File: src/mtcd_pkg.sv
package mtcd_pkg;

    // field and register widths
    localparam int TIMER_BITS = 16;
    localparam int CLK_W      = 28;
    localparam int PRESC_W    = 16;
    localparam int TEETH_W    = 8;
    localparam int MISS_W     = 4;
    localparam int IVL_W      = 32;
    localparam int SPEED_W    = 27;
    localparam int ANGLE_W    = 9;
    localparam int ENG_W      = 10;
    localparam int CFG_IDX_W  = 2;
    localparam int CFG_DATA_W = 28;

    // derived widths
    localparam int MUL_W     = TIMER_BITS + PRESC_W + 1;
    localparam int EXT_W     = (MUL_W > IVL_W) ? MUL_W : IVL_W + 1;
    localparam int GAP_W     = IVL_W + 5;
    localparam int DEN_W     = TEETH_W + 1;
    localparam int ANG_NUM_W = TEETH_W + 9;

    // shared divider: dividend and quotient width, divisor width
    localparam int DIV_W     = CLK_W;
    localparam int DIV_DEN_W = IVL_W;
    localparam int DIV_CNT_W = $clog2(DIV_W);

    localparam logic [TIMER_BITS-1:0] TIMER_TOP   = '1;
    localparam logic [IVL_W-1:0]      IVL_MAX     = '1;
    localparam logic [SPEED_W-1:0]    SPEED_MAX   = '1;
    localparam logic [ANG_NUM_W-1:0]  DEG_PER_REV = ANG_NUM_W'(360);
    localparam logic [ENG_W-1:0]      HALF_OFFSET = ENG_W'(360);

    // configuration register indexes
    localparam logic [CFG_IDX_W-1:0] CFG_CLOCK_HZ  = 2'd0;
    localparam logic [CFG_IDX_W-1:0] CFG_PRESCALER = 2'd1;
    localparam logic [CFG_IDX_W-1:0] CFG_TEETH     = 2'd2;
    localparam logic [CFG_IDX_W-1:0] CFG_MISSING   = 2'd3;

    // configuration reset values
    localparam logic [CLK_W-1:0]   RST_CLOCK_HZ  = CLK_W'(84000000);
    localparam logic [PRESC_W-1:0] RST_PRESCALER = '0;
    localparam logic [TEETH_W-1:0] RST_TEETH     = TEETH_W'(17);
    localparam logic [MISS_W-1:0]  RST_MISSING   = MISS_W'(1);

    // request kinds
    localparam logic REQ_CAPTURE = 1'b0;
    localparam logic REQ_ANGLE   = 1'b1;

    typedef struct packed {
        logic                  req_type;
        logic [TIMER_BITS-1:0] capture_time;
        logic                  cam_half;
    } t_req;

    typedef struct packed {
        logic [IVL_W-1:0]   tooth_interval;
        logic [SPEED_W-1:0] raw_speed_hz;
        logic [SPEED_W-1:0] filtered_speed_hz;
        logic               gap_detected;
        logic               tooth_jump_error;
        logic [TEETH_W-1:0] tooth_number;
        logic [ANGLE_W-1:0] rev_angle;
        logic [ENG_W-1:0]   cycle_angle;
    } t_rsp;

    typedef struct packed {
        logic                 start;
        logic [DIV_W-1:0]     dividend;
        logic [DIV_DEN_W-1:0] divisor;
    } t_div_cmd;

    typedef struct packed {
        logic             done;
        logic [DIV_W-1:0] quotient;
    } t_div_rsp;

    typedef enum logic [3:0] {
        S_IDLE,
        S_CAP_MUL,
        S_CAP_SCALE,
        S_CAP_DIV1,
        S_CAP_DIV2,
        S_CAP_UPD,
        S_ANG_INC,
        S_ANG_DIV,
        S_ANG_WAIT,
        S_FIN
    } t_state;

endpackage

File: src/missing_tooth_crank_decoder_core.sv
// channel   | direction | handshake                  | payload
// request   | in        | i_valid / o_stall          | i_req  (t_req)
// result    | out       | o_valid / i_stall          | o_rsp  (t_rsp)
// config    | in        | i_cfg_valid / o_cfg_ready  | i_cfg_index, i_cfg_data
//
// o_stall stays high while a capture, an angle update or a capture with a zero interval
// is worked on; captures and angle updates share one 28-step divider
// one request at a time: o_stall is high from acceptance until the result is loaded
// the result register holds a finished result while i_stall is high, and a new
// result waits in the final state until the register is free
// reset is synchronous, active low, and loads the config defaults and clears state
module missing_tooth_crank_decoder_core import mtcd_pkg::*; (
    input  logic                  i_clk,
    input  logic                  i_rst_n,
    input  logic                  i_valid,
    output logic                  o_stall,
    input  t_req                  i_req,
    output logic                  o_valid,
    input  logic                  i_stall,
    output t_rsp                  o_rsp,
    input  logic                  i_cfg_valid,
    output logic                  o_cfg_ready,
    input  logic [CFG_IDX_W-1:0]  i_cfg_index,
    input  logic [CFG_DATA_W-1:0] i_cfg_data
);

    // sequencer
    t_state r_state;
    t_state n_state;

    // configuration
    logic [CLK_W-1:0]   r_clock_hz;
    logic [CLK_W-1:0]   n_clock_hz;
    logic [PRESC_W-1:0] r_prescaler;
    logic [PRESC_W-1:0] n_prescaler;
    logic [TEETH_W-1:0] r_teeth;
    logic [TEETH_W-1:0] n_teeth;
    logic [MISS_W-1:0]  r_missing;
    logic [MISS_W-1:0]  n_missing;

    // decoder state
    logic [TIMER_BITS-1:0] r_last;
    logic [TIMER_BITS-1:0] n_last;
    logic [IVL_W-1:0]      r_prev;
    logic [IVL_W-1:0]      n_prev;
    logic [SPEED_W-1:0]    r_raw;
    logic [SPEED_W-1:0]    n_raw;
    logic [SPEED_W-1:0]    r_filt;
    logic [SPEED_W-1:0]    n_filt;
    logic [TEETH_W-1:0]    r_count;
    logic [TEETH_W-1:0]    n_count;
    logic                  r_jump;
    logic                  n_jump;
    logic [ANGLE_W-1:0]    r_angle;
    logic [ANGLE_W-1:0]    n_angle;
    logic [ENG_W-1:0]      r_engine;
    logic [ENG_W-1:0]      n_engine;

    // working registers of one request
    logic [TIMER_BITS-1:0] r_cap;
    logic [TIMER_BITS-1:0] n_cap;
    logic                  r_half;
    logic                  n_half;
    logic [IVL_W-1:0]      r_ivl;
    logic [IVL_W-1:0]      n_ivl;
    logic [GAP_W-1:0]      r_ivl10;
    logic [GAP_W-1:0]      n_ivl10;
    logic [GAP_W-1:0]      r_prev17;
    logic [GAP_W-1:0]      n_prev17;
    logic                  r_gap;
    logic                  n_gap;

    // result register
    t_rsp r_out;
    t_rsp n_out;
    logic r_out_valid;
    logic n_out_valid;

    // datapath helpers
    logic [TIMER_BITS-1:0] delta;
    logic [PRESC_W:0]      presc_p1;
    logic [MUL_W-1:0]      prod;
    logic [EXT_W-1:0]      prod_ext;
    logic [IVL_W-1:0]      ivl_sat;
    logic [SPEED_W-1:0]    quo_sat;
    logic [DEN_W-1:0]      ang_den;
    logic [TEETH_W-1:0]    count_m1;
    logic [ANG_NUM_W-1:0]  ang_num;
    logic [ENG_W-1:0]      half_add;
    logic [SPEED_W:0]      filt_sum;

    t_div_cmd div_cmd;
    t_div_rsp div_rsp;

    mtcd_divider u_div (
        .i_clk   (i_clk),
        .i_rst_n (i_rst_n),
        .i_cmd   (div_cmd),
        .o_rsp   (div_rsp)
    );

    // tick count since the last edge, with the timer wrap
    assign delta = (r_cap > r_last) ? (r_cap - r_last) : (TIMER_TOP - r_last + r_cap);

    // scale by prescaler plus one, clamp to the interval width
    assign presc_p1 = {1'b0, r_prescaler} + 1'b1;
    assign prod     = MUL_W'(delta) * MUL_W'(presc_p1);
    assign prod_ext = EXT_W'(prod);
    assign ivl_sat  = (prod_ext > EXT_W'(IVL_MAX)) ? IVL_MAX : prod_ext[IVL_W-1:0];

    // speed clamp on the divider quotient
    assign quo_sat = (div_rsp.quotient > DIV_W'(SPEED_MAX)) ? SPEED_MAX
                                                            : div_rsp.quotient[SPEED_W-1:0];

    // angle operands
    assign ang_den  = DEN_W'(r_teeth) + DEN_W'(r_missing);
    assign count_m1 = r_count - 1'b1;
    assign ang_num  = ANG_NUM_W'(count_m1) * DEG_PER_REV;
    assign half_add = r_half ? HALF_OFFSET : '0;

    // running mean of filtered and new raw speed
    assign filt_sum = {1'b0, r_filt} + {1'b0, r_raw};

    always_comb begin
        n_state     = r_state;
        n_clock_hz  = r_clock_hz;
        n_prescaler = r_prescaler;
        n_teeth     = r_teeth;
        n_missing   = r_missing;
        n_last      = r_last;
        n_prev      = r_prev;
        n_raw       = r_raw;
        n_filt      = r_filt;
        n_count     = r_count;
        n_jump      = r_jump;
        n_angle     = r_angle;
        n_engine    = r_engine;
        n_cap       = r_cap;
        n_half      = r_half;
        n_ivl       = r_ivl;
        n_ivl10     = r_ivl10;
        n_prev17    = r_prev17;
        n_gap       = r_gap;
        n_out       = r_out;
        n_out_valid = r_out_valid;
        div_cmd     = '0;

        // the user must write config only while the block is idle; the block does not enforce this
        if (i_cfg_valid) begin
            unique case (i_cfg_index)
                CFG_CLOCK_HZ:  n_clock_hz  = i_cfg_data[CLK_W-1:0];
                CFG_PRESCALER: n_prescaler = i_cfg_data[PRESC_W-1:0];
                CFG_TEETH:     n_teeth     = i_cfg_data[TEETH_W-1:0];
                CFG_MISSING:   n_missing   = i_cfg_data[MISS_W-1:0];
            endcase
        end

        // result taken downstream
        if (r_out_valid && !i_stall) begin
            n_out_valid = 1'b0;
        end

        unique case (r_state)
            S_IDLE: begin
                if (i_valid) begin
                    n_cap   = i_req.capture_time;
                    n_half  = i_req.cam_half;
                    n_state = (i_req.req_type == REQ_ANGLE) ? S_ANG_INC : S_CAP_MUL;
                end
            end
            S_CAP_MUL: begin
                n_ivl   = ivl_sat;
                n_last  = r_cap;
                n_state = S_CAP_SCALE;
            end
            S_CAP_SCALE: begin
                // 10 * interval against 17 * previous: the 1.7 ratio in integers
                n_ivl10  = (GAP_W'(r_ivl) << 3) + (GAP_W'(r_ivl) << 1);
                n_prev17 = (GAP_W'(r_prev) << 4) + GAP_W'(r_prev);
                if (r_ivl == '0) begin
                    n_raw   = '0;
                    n_state = S_CAP_UPD;
                end else begin
                    div_cmd.start    = 1'b1;
                    div_cmd.dividend = DIV_W'(r_clock_hz);
                    div_cmd.divisor  = r_ivl;
                    n_state          = S_CAP_DIV1;
                end
            end
            S_CAP_DIV1: begin
                // clock / interval, then / (teeth + 1)
                if (div_rsp.done) begin
                    div_cmd.start    = 1'b1;
                    div_cmd.dividend = div_rsp.quotient;
                    div_cmd.divisor  = DIV_DEN_W'(r_teeth) + DIV_DEN_W'(1);
                    n_state          = S_CAP_DIV2;
                end
            end
            S_CAP_DIV2: begin
                if (div_rsp.done) begin
                    n_raw   = quo_sat;
                    n_state = S_CAP_UPD;
                end
            end
            S_CAP_UPD: begin
                n_gap  = (r_ivl10 >= r_prev17);
                n_prev = r_ivl;
                if (r_ivl10 >= r_prev17) begin
                    // gap: hold the filter, check for a lost or extra tooth
                    n_jump  = ((DEN_W'(r_count) + DEN_W'(1)) >= DEN_W'(r_teeth));
                    n_count = TEETH_W'(1);
                end else begin
                    n_filt = filt_sum[SPEED_W:1];
                end
                n_state = S_FIN;
            end
            S_ANG_INC: begin
                n_gap   = 1'b0;
                n_count = (r_count < r_teeth) ? (r_count + 1'b1) : TEETH_W'(1);
                n_state = S_ANG_DIV;
            end
            S_ANG_DIV: begin
                if (ang_den == '0) begin
                    n_angle  = '0;
                    n_engine = half_add;
                    n_state  = S_FIN;
                end else begin
                    div_cmd.start    = 1'b1;
                    div_cmd.dividend = DIV_W'(ang_num);
                    div_cmd.divisor  = DIV_DEN_W'(ang_den);
                    n_state          = S_ANG_WAIT;
                end
            end
            S_ANG_WAIT: begin
                if (div_rsp.done) begin
                    n_angle  = div_rsp.quotient[ANGLE_W-1:0];
                    n_engine = ENG_W'(div_rsp.quotient[ANGLE_W-1:0]) + half_add;
                    n_state  = S_FIN;
                end
            end
            S_FIN: begin
                // load the result once the register is free
                if (!r_out_valid || !i_stall) begin
                    n_out.tooth_interval    = r_prev;
                    n_out.raw_speed_hz      = r_raw;
                    n_out.filtered_speed_hz = r_filt;
                    n_out.gap_detected      = r_gap;
                    n_out.tooth_jump_error  = r_jump;
                    n_out.tooth_number      = r_count;
                    n_out.rev_angle         = r_angle;
                    n_out.cycle_angle       = r_engine;
                    n_out_valid             = 1'b1;
                    n_state                 = S_IDLE;
                end
            end
            default: begin
                n_state = S_IDLE;
            end
        endcase
    end

    always_ff @(posedge i_clk) begin
        if (!i_rst_n) begin
            r_state     <= S_IDLE;
            r_clock_hz  <= RST_CLOCK_HZ;
            r_prescaler <= RST_PRESCALER;
            r_teeth     <= RST_TEETH;
            r_missing   <= RST_MISSING;
            r_last      <= '0;
            r_prev      <= '0;
            r_raw       <= '0;
            r_filt      <= '0;
            r_count     <= '0;
            r_jump      <= 1'b0;
            r_angle     <= '0;
            r_engine    <= '0;
            r_out_valid <= 1'b0;
        end else begin
            r_state     <= n_state;
            r_clock_hz  <= n_clock_hz;
            r_prescaler <= n_prescaler;
            r_teeth     <= n_teeth;
            r_missing   <= n_missing;
            r_last      <= n_last;
            r_prev      <= n_prev;
            r_raw       <= n_raw;
            r_filt      <= n_filt;
            r_count     <= n_count;
            r_jump      <= n_jump;
            r_angle     <= n_angle;
            r_engine    <= n_engine;
            r_out_valid <= n_out_valid;
        end
        r_cap    <= n_cap;
        r_half   <= n_half;
        r_ivl    <= n_ivl;
        r_ivl10  <= n_ivl10;
        r_prev17 <= n_prev17;
        r_gap    <= n_gap;
        r_out    <= n_out;
    end

    assign o_stall     = (r_state != S_IDLE);
    assign o_valid     = r_out_valid;
    assign o_rsp       = r_out;
    assign o_cfg_ready = 1'b1;

endmodule

File: src/mtcd_divider.sv
module mtcd_divider import mtcd_pkg::*; (
    input  logic     i_clk,
    input  logic     i_rst_n,
    input  t_div_cmd i_cmd,
    output t_div_rsp o_rsp
);

    logic                 r_busy;
    logic                 n_busy;
    logic                 r_done;
    logic                 n_done;
    logic [DIV_CNT_W-1:0] r_cnt;
    logic [DIV_CNT_W-1:0] n_cnt;
    logic [DIV_DEN_W-1:0] r_rem;
    logic [DIV_DEN_W-1:0] n_rem;
    logic [DIV_DEN_W-1:0] r_den;
    logic [DIV_DEN_W-1:0] n_den;
    logic [DIV_W-1:0]     r_quo;
    logic [DIV_W-1:0]     n_quo;

    logic [DIV_DEN_W:0]   rem_sh;
    logic [DIV_DEN_W:0]   diff;
    logic                 ge;

    // one quotient bit per cycle while busy, dividend shifts out as quotient shifts in
    assign rem_sh = {r_rem, r_quo[DIV_W-1]};
    assign diff   = rem_sh - {1'b0, r_den};
    assign ge     = (rem_sh >= {1'b0, r_den});

    always_comb begin
        n_busy = r_busy;
        n_done = 1'b0;
        n_cnt  = r_cnt;
        n_rem  = r_rem;
        n_den  = r_den;
        n_quo  = r_quo;
        if (r_busy) begin
            n_rem = ge ? diff[DIV_DEN_W-1:0] : rem_sh[DIV_DEN_W-1:0];
            n_quo = {r_quo[DIV_W-2:0], ge};
            n_cnt = r_cnt - 1'b1;
            if (r_cnt == '0) begin
                n_busy = 1'b0;
                n_done = 1'b1;
            end
        end else if (i_cmd.start) begin
            n_busy = 1'b1;
            n_cnt  = DIV_CNT_W'(DIV_W - 1);
            n_rem  = '0;
            n_den  = i_cmd.divisor;
            n_quo  = i_cmd.dividend;
        end
    end

    always_ff @(posedge i_clk) begin
        if (!i_rst_n) begin
            r_busy <= 1'b0;
            r_done <= 1'b0;
        end else begin
            r_busy <= n_busy;
            r_done <= n_done;
        end
        r_cnt <= n_cnt;
        r_rem <= n_rem;
        r_den <= n_den;
        r_quo <= n_quo;
    end

    assign o_rsp.done     = r_done;
    assign o_rsp.quotient = r_quo;

endmodule

File: config.mk
export PLATFORM = sky130hd
export DESIGN_NAME = missing_tooth_crank_decoder_core
export DESIGN_NICKNAME = d
export VERILOG_FILES = /design/src/mtcd_pkg.sv /design/src/missing_tooth_crank_decoder_core.sv /design/src/mtcd_divider.sv
export SDC_FILE = /design/constraint.sdc
export NUM_CORES = 2
export LEC_CHECK = 0
export ABC_AREA = 1
export BUFFER_PORTS_ARGS = -buffer_cell sky130_fd_sc_hd__buf_4
export CORE_MARGIN = 8
export CORE_UTILIZATION = 60
export CTS_CLUSTER_DIAMETER = 200
export DETAILED_ROUTE_END_ITERATION = 10
export PLACE_DENSITY = 0.78
export SETUP_SLACK_MARGIN = 0.5
export SYNTH_ARGS = -nofsm -noshare
export SYNTH_HDL_FRONTEND = slang
export SYNTH_SLANG_ARGS = --single-unit
File: constraint.sdc
create_clock -name i_clk -period 12.7 [get_ports i_clk]
set_input_delay 1.905 -clock i_clk [delete_from_list [all_inputs] [get_ports i_clk]]
set_output_delay 1.905 -clock i_clk [all_outputs]
set_load 0.05 [all_outputs]
==> impl_metrics.json <==
{
  "numCtsBuffers": 56,
  "maxCapViolCount": 0,
  "place.gp.congestion": 1.01,
  "synth_cell_types": 60,
  "fin_crit_sh": 0.686,
  "diodes": 0,
  "place_hpwl_um": 88800,
  "min_period_ns": 8.71,
  "status": "finished, final reports clean",
  "synth_seq_cells": 521,
  "grt_usage": 0.295,
  "port_buffers": 169,
  "finalWirelength_um": 113000,
  "p_per_area_nw_per_um2": 286,
  "synth_area_per_cell_um2": 8.05,
  "ios": 171,
  "clk_pin_slew_worst_paths_ns": 0.07,
  "area_delta_synth_final_pct": 9.61,
  "min_path_type": "register to register",
  "grt_start_max_net_pins": 74,
  "drive_above_1_share": 0.0741,
  "nets": 5714,
  "totalNegativeSetupSlack_ns": 0,
  "fmax_ghz": 0.115,
  "root_buffer": "clkbuf_16",
  "leakagePower_uw": 0.0206,
  "cts_sinks": 521,
  "postCtsHoldBufs": 0,
  "rows": 94,
  "overflow": 0,
  "initial_core_util": 0.607,
  "seq_area_um2": 13700,
  "worst_pin_slew_ns": 1.21,
  "ant_nets": 0,
  "slew_viol_final": 0,
  "synth-main-ff-cell": "edfxtp_1",
  "synth_edf_count": 331,
  "startpoint_type": "register",
  "h-tree-depth": 2,
  "yosys_warnings": 0,
  "die_area_um2": 75300,
  "antenna_found_initial": 0,
  "rsz0062_at_grt": "false",
  "synthCells": 4974,
  "n_fill_cell": 5547,
  "multi_input_area_um2": 22800,
  "drc": 0,
  "ir_worst_vdd_mv": 0.440,
  "synthesis.area_um2": 40100,
  "finalClockSkew_ns": 0.0379,
  "synth_fp_nets": 5580,
  "core_area_um2": 66000,
  "relSlewSlack": 0.193,
  "cts_max_path_buffers": 3,
  "die_h_um": 274,
  "firstDrtPassIters": 6,
  "insertion_delay_ns": 0.64,
  "drt_iter0_markers": 3010,
  "vias_per_cell": 5.68,
  "reg2reg_slack_ns": 3.99,
  "grt_pass1_vias": 32794,
  "post_drt_wl_per_cell_um": 18.7,
  "ys_seq_area_frac": 0.343,
  "post_cts_buffers": 0,
  "whs_ns": 0.438,
  "setup_viol": 0,
  "vias": 34167,
  "cp-end-kind": "register",
  "fp.dieW_um": 274,
  "grt_pass1_wl_um": 177000,
  "cp_max_fo": 32,
  "post_cts_resized": 0,
  "path_class": "register to register",
  "tritoncts": "done",
  "cp.arrival_ns": 9.00,
  "critical_path_required_ns": 12.99,
  "hold_violations": 0,
  "ys_async_sr_fraction": 0
}
through the flow:
| step | std cells | setup slack, ns | cell area (um^2) | util | power (uW) |
|---|---|---|---|---|---|
| after floorplan | 4974 | 4.89 | 40100 | - | 8560 |
| after global placement | 5914 | 4.17 | 42000 | 0.637 | 10700 |
| after detailed placement | 5914 | 3.97 | 42000 | 0.637 | 10800 |
| after CTS | 6019 | 3.95 | 43900 | 0.665 | 12500 |
| after global routing | 6019 | 3.35 | 43900 | 0.665 | 13600 |
| final | 6019 | 3.99 | 43900 | 0.665 | 12600 |
cell usage in the layout, fill, tap and decap left out, types with 19 or more instances in the layout:
cell type  synthesis  routed
a21oi_1          390     389
edfxtp_1         331     331
clkbuf_1          63      20
o21ai_0          249     249
fa_1             225     225
inv_2             23      24
nand2_1         1088    1088
dfxtp_1          190     190
xor2_1           108     108
nand2_2           26      26
nand3_1          240     240
nand3b_1          30      30
nor4_1            19      19
clkbuf_16          0      57
buf_4             13     194
ha_1             328     328
nor2_1           555     552
inv_1            769     768
nor3_1            40      38
xnor2_1           42      42
nand4_1           47      47
synth_stat cells (all sizes together), types with 3 or more instances:
library cell	instances	share of area
nand4	48	0.0077
nand3b	30	0.0056
edfxtp	331	0.25
clkinv	3	0.00028
nor4	19	0.0030
nor3	42	0.0057
nor2	564	0.054
xnor2	42	0.0092
a31oi	11	0.0017
dfxtp	190	0.095
o21a	8	0.0015
fa	225	0.11
o221ai	5	0.0011
clkbuf	63	0.0059
o21ai	261	0.033
o211ai	12	0.0022
nand3	252	0.033
or2	5	0.00078
a21boi	8	0.0015
o31ai	4	0.00075
a21oi	391	0.049
a21o	17	0.0032
inv	794	0.075
nand2	1126	0.11
ha	328	0.10
o21bai	17	0.0032
xor2	110	0.025
buf	55	0.0090
critical path, stage by stage, from the launching register on:
cell and delay [ns]:
dfxtp_1 0.72, inv_2 0.24, nor3_4 0.28, nand3_2 0.12, inv_2 0.08, nand3_1 0.07, xor2_1 0.75, inv_1 0.40
nor2_1 0.25, fa_1 0.41, inv_1 0.09, fa_1 0.41, fa_1 0.51, inv_1 0.05, fa_1 0.48, fa_1 0.55
inv_1 0.05, fa_1 0.57, inv_1 0.05, ha_1 0.35, a21oi_1 0.23, o21ai_0 0.16, a21oi_1 0.19, o21ai_2 0.12
nand2_1 0.08, nand2_1 0.08, xor2_2 0.91, nand2_1 0.17
registers in the layout (all words and copies together), names as in the netlist, 8 cells and up:
signal       cells
r_angle          9
r_count          8
r_ivl           32
r_prescaler     16
u_div.r_rem     32
r_last          16
r_cap           16
r_prev17        37
r_filt          27
r_raw           27
u_div.r_den     32
o_rsp          112
u_div.r_quo     28
r_clock_hz      28
r_prev          32
r_teeth          8
r_ivl10         35
layout make-up:
| class | count | area share |
|---|---|---|
| multi-input combinational | 3538 | 0.519 |
| sequential | 521 | 0.313 |
| inverter | 797 | 0.0683 |
| timing repair buffer | 194 | 0.0332 |
| clock buffer | 86 | 0.0370 |
| clock inverter | 19 | 0.00524 |
| tap | 864 | 0.0246 |
cell families after synthesis:
family | count (synthesis) | synth area share
buf+inv | 915 | 0.0897
simple gates | 2090 | 0.219
fa+ha+maj | 553 | 0.215
compound gates | 742 | 0.0989
other cells | 1 | 0.0000936
flops | 521 | 0.343
xor+xnor | 152 | 0.0339
metal layers:
layer / routed length [um] / share of wire / global-route usage / vias to the layer above
met1: 48500 / 0.43 / 0.404 / 16207
li1: - / - / - / 16354
met4: 3930 / 0.035 / 0.0986 / 0
met2: 51600 / 0.46 / 0.482 / 1338
met3: 8520 / 0.076 / 0.0394 / 268
met5: 0 / 0 / 0 / -
path summary, 6_finish.rpt:
kind,from,cells past startpoint,to
worst max-delay path,r_prescaler[0]$_SDFFE_PN0P_,27,r_ivl[22]$_SDFFCE_PN1P_
worst min register to register,r_engine[3]$_SDFFE_PN0P_,0,o_rsp[3]$_DFFE_PP_
worst max register to register,r_prescaler[0]$_SDFFE_PN0P_,27,r_ivl[22]$_SDFFCE_PN1P_
worst min-delay path,r_engine[3]$_SDFFE_PN0P_,0,o_rsp[3]$_DFFE_PP_
power breakdown:
group | leakage, uW | switching, uW | internal, uW
sequential | 0.00460 | 218 | 2390
clock | 0.000898 | 694 | 948
combinational | 0.0151 | 5550 | 2770
Power figures use the tool's default switching activity.
